===== src/design/fcsg_pkg.sv =====
package fcsg_pkg;

  // Radius is a 5-bit field, so the half-width fits 5 bits and r*r fits 10.
  localparam int unsigned RootW = 5;
  localparam int unsigned SqW   = 2 * RootW;

  typedef enum logic [2:0] {
    ST_IDLE = 3'b001,
    ST_ROOT = 3'b010,
    ST_EMIT = 3'b100
  } state_e;

  typedef struct packed {
    logic             done;
    logic [RootW-1:0] root;
  } root_rsp_t;

endpackage


===== src/design/fcsg_isqrt.sv =====
module fcsg_isqrt (
  input  logic                          clk_i,
  input  logic                          rst_ni,
  input  logic                          start_i,
  input  logic [fcsg_pkg::SqW-1:0]      val_i,
  output fcsg_pkg::root_rsp_t           rsp_o
);

  logic                          busy_q;
  logic                          done_q;
  logic [fcsg_pkg::RootW-1:0]    bit_q;
  logic [fcsg_pkg::RootW-1:0]    root_q;
  logic [fcsg_pkg::SqW-1:0]      val_q;
  logic [fcsg_pkg::RootW-1:0]    trial;
  logic [fcsg_pkg::SqW-1:0]      trial_sq;
  logic                          fit;

  // one result bit per cycle, MSB first: keep the bit if trial^2 <= value
  assign trial    = root_q | bit_q;
  assign trial_sq = fcsg_pkg::SqW'(trial) * fcsg_pkg::SqW'(trial);
  assign fit      = trial_sq <= val_q;

  always_ff @(posedge clk_i or negedge rst_ni) begin
    if (!rst_ni) begin
      busy_q <= 1'b0;
      done_q <= 1'b0;
      bit_q  <= '0;
    end else if (start_i) begin
      busy_q <= 1'b1;
      done_q <= 1'b0;
      bit_q  <= {1'b1, {(fcsg_pkg::RootW-1){1'b0}}};
    end else if (busy_q) begin
      bit_q <= bit_q >> 1;
      if (bit_q[0]) begin
        busy_q <= 1'b0;
        done_q <= 1'b1;
      end
    end else begin
      done_q <= 1'b0;
    end
  end

  always_ff @(posedge clk_i) begin
    if (start_i) begin
      root_q <= '0;
      val_q  <= val_i;
    end else if (busy_q && fit) begin
      root_q <= trial;
    end
  end

  assign rsp_o.done = done_q;
  assign rsp_o.root = root_q;

endmodule


===== src/design/filled_circle_span_generator.sv =====
// Filled circle span generator: one request (center, radius, color) on the
// slave stream yields 2r+1 horizontal spans on the master stream, rows from
// center_y-r to center_y+r in rising order, tlast on the final one; a zero
// radius yields nothing and a radius above MAX_RADIUS is clipped to it. Each
// span's half-width is an exact floor square root, taken one bit per cycle on
// a single 5x5 multiply-compare unit; the radicand is updated by one add per
// row. The next span's root is started only after the current span has
// transferred, so output stalls delay the circle. The block takes a new
// request only when the previous circle's last span has transferred.
module filled_circle_span_generator #(
  parameter int unsigned MAX_RADIUS = 31
) (
  input  logic        clk_i,
  input  logic        rst_ni,
  input  logic        s_axis_tvalid_i,
  output logic        s_axis_tready_o,
  // center_x[15:0], center_y[31:16], circle_radius[36:32], fill_color[68:37]
  input  logic [71:0] s_axis_tdata_i,
  output logic        m_axis_tvalid_o,
  input  logic        m_axis_tready_i,
  // span_left[16:0], span_right[33:17], span_row[50:34], span_color[82:51]
  output logic [87:0] m_axis_tdata_o,
  output logic        m_axis_tlast_o
);

  localparam logic [fcsg_pkg::RootW-1:0] RMax = fcsg_pkg::RootW'(MAX_RADIUS);

  fcsg_pkg::state_e                state_q, state_d;
  fcsg_pkg::root_rsp_t             rsp;

  logic [15:0]                     cx_q, cy_q;
  logic [31:0]                     color_q;
  logic [fcsg_pkg::RootW-1:0]      r_q;
  logic signed [fcsg_pkg::RootW:0] dy_q;
  logic [fcsg_pkg::SqW-1:0]        v_q;
  logic                            start_q;

  logic [16:0]                     left_q, right_q, row_q;
  logic [31:0]                     ocolor_q;
  logic                            last_q;
  logic                            ovalid_q;

  logic [fcsg_pkg::RootW-1:0]      in_r_raw, in_r;
  logic                            in_acc, out_acc, load_req, step;
  logic signed [fcsg_pkg::SqW+1:0] v_next;

  assign in_r_raw = s_axis_tdata_i[36:32];
  assign in_r     = (in_r_raw > RMax) ? RMax : in_r_raw;

  assign s_axis_tready_o = (state_q == fcsg_pkg::ST_IDLE);
  assign in_acc   = s_axis_tvalid_i && s_axis_tready_o;
  assign out_acc  = ovalid_q && m_axis_tready_i;
  assign load_req = in_acc && (in_r != '0);
  assign step     = out_acc && !last_q;

  // r^2 - (dy+1)^2 = (r^2 - dy^2) - 2dy - 1
  assign v_next = $signed({2'b00, v_q})
                - ($signed({{(fcsg_pkg::SqW-fcsg_pkg::RootW){dy_q[fcsg_pkg::RootW]}}, dy_q}) <<< 1)
                - 12'sd1;

  always_comb begin
    state_d = state_q;
    case (state_q)
      fcsg_pkg::ST_IDLE: if (load_req) state_d = fcsg_pkg::ST_ROOT;
      fcsg_pkg::ST_ROOT: if (rsp.done) state_d = fcsg_pkg::ST_EMIT;
      fcsg_pkg::ST_EMIT: begin
        if (out_acc) state_d = last_q ? fcsg_pkg::ST_IDLE : fcsg_pkg::ST_ROOT;
      end
      default: state_d = fcsg_pkg::ST_IDLE;
    endcase
  end

  always_ff @(posedge clk_i or negedge rst_ni) begin
    if (!rst_ni) begin
      state_q  <= fcsg_pkg::ST_IDLE;
      start_q  <= 1'b0;
      ovalid_q <= 1'b0;
    end else begin
      state_q <= state_d;
      start_q <= load_req || step;
      if (rsp.done) begin
        ovalid_q <= 1'b1;
      end else if (out_acc) begin
        ovalid_q <= 1'b0;
      end
    end
  end

  always_ff @(posedge clk_i) begin
    if (load_req) begin
      cx_q    <= s_axis_tdata_i[15:0];
      cy_q    <= s_axis_tdata_i[31:16];
      color_q <= s_axis_tdata_i[68:37];
      r_q     <= in_r;
      dy_q    <= -$signed({1'b0, in_r});
      v_q     <= '0;
    end else if (step) begin
      dy_q <= dy_q + 6'sd1;
      v_q  <= v_next[fcsg_pkg::SqW-1:0];
    end
    if (rsp.done) begin
      left_q   <= {cx_q[15], cx_q} - {{(17-fcsg_pkg::RootW){1'b0}}, rsp.root};
      right_q  <= {cx_q[15], cx_q} + {{(17-fcsg_pkg::RootW){1'b0}}, rsp.root};
      row_q    <= {cy_q[15], cy_q}
                + {{(16-fcsg_pkg::RootW){dy_q[fcsg_pkg::RootW]}}, dy_q};
      ocolor_q <= color_q;
      last_q   <= (dy_q == $signed({1'b0, r_q}));
    end
  end

  fcsg_isqrt u_isqrt (
    .clk_i  (clk_i),
    .rst_ni (rst_ni),
    .start_i(start_q),
    .val_i  (v_q),
    .rsp_o  (rsp)
  );

  assign m_axis_tvalid_o = ovalid_q;
  assign m_axis_tdata_o  = {5'b0, ocolor_q, row_q, right_q, left_q};
  assign m_axis_tlast_o  = last_q;

`ifndef SYNTH
  a_valid_in_emit: assert property (@(posedge clk_i) disable iff (!rst_ni)
    ovalid_q |-> state_q == fcsg_pkg::ST_EMIT)
    else $error("output valid outside emit state");

  a_last_ends: assert property (@(posedge clk_i) disable iff (!rst_ni)
    (out_acc && last_q) |=> s_axis_tready_o)
    else $error("circle did not end after last span");

  a_dy_range: assert property (@(posedge clk_i) disable iff (!rst_ni)
    state_q != fcsg_pkg::ST_IDLE |-> dy_q <= $signed({1'b0, r_q}))
    else $error("row offset past radius");

  a_root_when_busy: assert property (@(posedge clk_i) disable iff (!rst_ni)
    rsp.done |-> state_q == fcsg_pkg::ST_ROOT)
    else $error("root result outside root state");
`endif

endmodule

===== config.mk =====
export PLATFORM = sky130hd
export DESIGN_NAME = filled_circle_span_generator
export DESIGN_NICKNAME = d
export VERILOG_FILES = /design/src/design/fcsg_pkg.sv /design/src/design/fcsg_isqrt.sv /design/src/design/filled_circle_span_generator.sv
export SDC_FILE = /design/constraint.sdc
export NUM_CORES = 1
export LEC_CHECK = 0
export BUFFER_PORTS_ARGS = -buffer_cell sky130_fd_sc_hd__buf_2
export CAP_MARGIN = 25
export CORE_UTILIZATION = 45
export CTS_BUF_LIST = sky130_fd_sc_hd__clkbuf_16
export CTS_CLUSTER_DIAMETER = 200
export DETAILED_ROUTE_END_ITERATION = 10
export PLACE_DENSITY = 0.69
export SYNTH_ARGS = -nofsm -noshare
export SYNTH_HDL_FRONTEND = slang
export SYNTH_SLANG_ARGS = --single-unit

===== constraint.sdc =====
create_clock -name clk_i -period 4.2 [get_ports clk_i]
set_input_delay 0.21 -clock clk_i [delete_from_list [all_inputs] [get_ports clk_i]]
set_output_delay 0.21 -clock clk_i [all_outputs]
set_load 0.1 [all_outputs]

==> run summary <==
Die ar.: 20400 um2
max-cap viol count: 0
crit end category: register
dpl hpwl: 12200 um
reg2reg start: u_isqrt.bit_q[0]$_DFFE_PN0P_
DRC: 0
RSZ-0062 raised after global routing: yes
Max Root-Sink Buffers: 2
grt ovf: 0
all-layer global routing usage: 0.180
cell area after synthesis: 8910 um2
Post-synth EDFFs: 168
initial antenna violation count: 2
Final Max Slew Viols: 0
worst-path fanout max: 5
antenna viol nets, final: 0
Post-Layout Inst Area: 11500 um2
Final Util: 0.590
vias per cell: 4.82
final non-filler cell total: 1203
share of layout cells above drive strength 1: 0.251
Area contributors post-synth: edfxtp_1 (57%), ha_1 (7.9%), xnor2_1 (4.4%), dfxtp_1 (3.4%), dfrtp_1 (3.1%)
FP Rows: 51
Post-Syn Instances: 671
Inserted Clock Buffers: 17
Slew Limit Headroom: 0.379
Setup-failing EPs final: 5
CTS clock-pin slew for the worst setup and hold paths: 0.08 ns
WL final: 17300 um
VDD IR-drop max: 476 uV
largest net degree at the start of global routing: 59
synth unique cells: 61
crit path DAT: 4.78 ns
Die W: 143 um
placed cell areas: 10200 um2
dpl ws: -0.257 ns
vias in the first global route: 5759
Post-Place Cells: 1100
post-route setup slack: -0.260 ns
vias: 5799
Critical Path RT: 4.52 ns
#FFs+latches synth: 195
Seq/Total Area, Yosys: 0.634
Setup crit start: u_isqrt.bit_q[0]$_DFFE_PN0P_
hold slack: 0.0252 ns
# port buffers: 158
Area Growth Syn to Fin: 28.9%
min-delay src: s_axis_tdata_i[32]
Final Total Pwr: 8.49 mW
HP Class: in2reg
Clock Sinks: 195
CP Launch Type: register
Worst-Margin Slew: 0.928 ns
Layout Skew: 0.0113 ns
synthesized area per cell: 13.3 um2
Placer Congestion: 0.830
initial core utilization: 0.458
Fin Setup TNS: -1.23 ns
FMAX: 224 MHz
Syn. warnings: 0
Boundary Pins: 167
Layout Nets: 1062
final cycle utilization of the critical path: 1.06
first-iteration detailed-routing DRC count: 261
drt first pass iters: 4
FFs w/ async S/R, synth: 0.0615
core area: 19500 um2
Clk Tree Root Cell: clkbuf_16
PwrDens: 740 nW/um2
dominant synthesized flop cell: edfxtp_1
first-pass GRT wire length: 27800 um
WL per Instance: 14.4 um
Final min period: 4.46 ns
Final Hold Viols: 0
TritonCTS clock tree: built
die height: 143 um
Pleak: 4.76 nW
Worst-Skew Late Latency: 0.43 ns
failing checks: setup timing
# H-tree levels: 4
outcome: finished with violations
area fraction of the dominant cell type after synthesis: 0.566
Crit Path Category: reg2reg
most area-hungry cell type in the Yosys netlist: edfxtp_1
per-layer routing:
layer | vias to the layer above | GRT usage | part of all wire
met3 | 29 | 0.0335 | 0.041
met2 | 162 | 0.313 | 0.49
met5 | - | 0 | 0.00058
li1 | 2928 | - | -
met1 | 2678 | 0.220 | 0.44
met4 | 2 | 0.0736 | 0.023
where the power goes:
part	internal [mW]	switching, mW	total, mW	leakage, nW
clock network	0.812	0.792	1.60	0.296
registers	2.82	0.367	3.19	1.83
logic	1.23	2.47	3.70	2.63
total	4.86	3.63	8.49	4.76
path summary, 6_finish.rpt:
path / end / slack [ns] / depth (start not counted)
min reg2reg: ocolor_q[21]$_DFFE_PP_ / 0.42 / 0
max in group asynchronous: state_q[0]$_DFFE_PN1P_ / 3.70 / 2
min in group asynchronous: u_isqrt.bit_q[1]$_DFFE_PN0P_ / 0.21 / 2
max reg2reg: u_isqrt.root_q[2]$_SDFFE_PP0P_ / -0.26 / 21
max: u_isqrt.root_q[2]$_SDFFE_PP0P_ / -0.26 / 21
min: r_q[0]$_DFFE_PP_ / 0.03 / 1
synthesized netlist by cell type (3+ instances only):
library cell / number
and3_1: 4
nor2b_1: 7
o21ai_0: 16
clkbuf_1: 13
nand2b_1: 9
nor3b_1: 3
nand3_1: 19
dfxtp_1: 15
xnor2_1: 45
o2111ai_1: 3
edfxtp_1: 168
buf_4: 6
o21ai_1: 4
a31oi_1: 5
o21bai_1: 5
ha_1: 56
a21oi_1: 35
nor3_1: 12
inv_1: 47
xor2_1: 16
o21a_1: 5
mux2i_1: 6
nor2_1: 47
fa_1: 6
o211ai_1: 5
a22o_1: 6
dfrtp_1: 11
a21o_1: 14
nand2_1: 39
nand4_1: 7
logic make-up after synthesis:
group / Yosys count / share of synthesized area
flops: 195 / 0.634
simple gates: 165 / 0.0931
compound gates: 111 / 0.0805
buf+inv: 69 / 0.0317
fa+ha+maj: 62 / 0.0922
xor+xnor: 61 / 0.0600
mux: 7 / 0.00801
other cells: 1 / 0.000421
worst max-delay path: stages, from the launching register on:
cell and delay, ns:
dfrtp_1 0.38, or2_1 0.24, o21ai_2 0.10, fa_1 0.44, fa_1 0.50, inv_1 0.05
ha_1 0.29, inv_1 0.06, o21bai_1 0.07, ha_1 0.34, nand2_1 0.08, o21ai_2 0.16
a21o_1 0.14, a21oi_2 0.05, xnor2_1 0.13, ha_1 0.30, nand4_1 0.12, nor4_2 0.26
nor3_1 0.07, o211ai_1 0.15, o41ai_4 0.20, a22o_1 0.23
layout make-up:
cell class	count	area, um2
fillers	1575	7980
clock inverters	15	180
multi-input cells	411	3050
diodes	1	2.50
flip-flops and latches	195	5650
well taps	265	332
clock buffers	17	425
repair buffers	251	1660
inverters	48	181
registers in the layout, summed over array words and instances (netlist names):
signal           cells
u_isqrt.bit_q        5
color_q             32
dy_q                 6
cx_q                16
left_q              16
u_isqrt.val_q       10
cy_q                16
ocolor_q            32
m_axis_tlast_o       1
u_isqrt.busy_q       1
row_q               17
start_q              1
u_isqrt.root_q       5
state_q              3
r_q                  5
v_q                 10
m_axis_tvalid_o      1
right_q             17
u_isqrt.done_q       1
cell usage in the layout, fill, tap and decap left out, types with 4 or more instances in the layout:
cell type and instances:
a31oi_1 5, nor3_1 12, nor2b_1 7, xnor2_1 45
and3_1 4, a21oi_1 33, ha_1 56, nor2_1 46
nand4_1 7, a22o_1 6, dfxtp_1 15, nand2b_1 9
xor2_1 16, buf_4 23, o21a_1 5, conb_1 5
buf_2 158, a21o_1 14, edfxtp_1 168, clkbuf_16 17
dfrtp_1 10, nand2_1 39, fa_1 6, o21ai_0 15
mux2i_1 6, nand3_1 19, inv_1 47, o211ai_1 5
o21bai_1 5, clkinv_8 4, dlygate4sd3_1 70
timing repair:
item	CTS	global route
hold endpoints to repair	81	0
setup endpoints to repair	5	5
gates resized for setup	1	1
buffers inserted	1	0
pin swaps	9	4
hold buffers	70	0
Note: power is estimated with default switching activity, not from simulation.
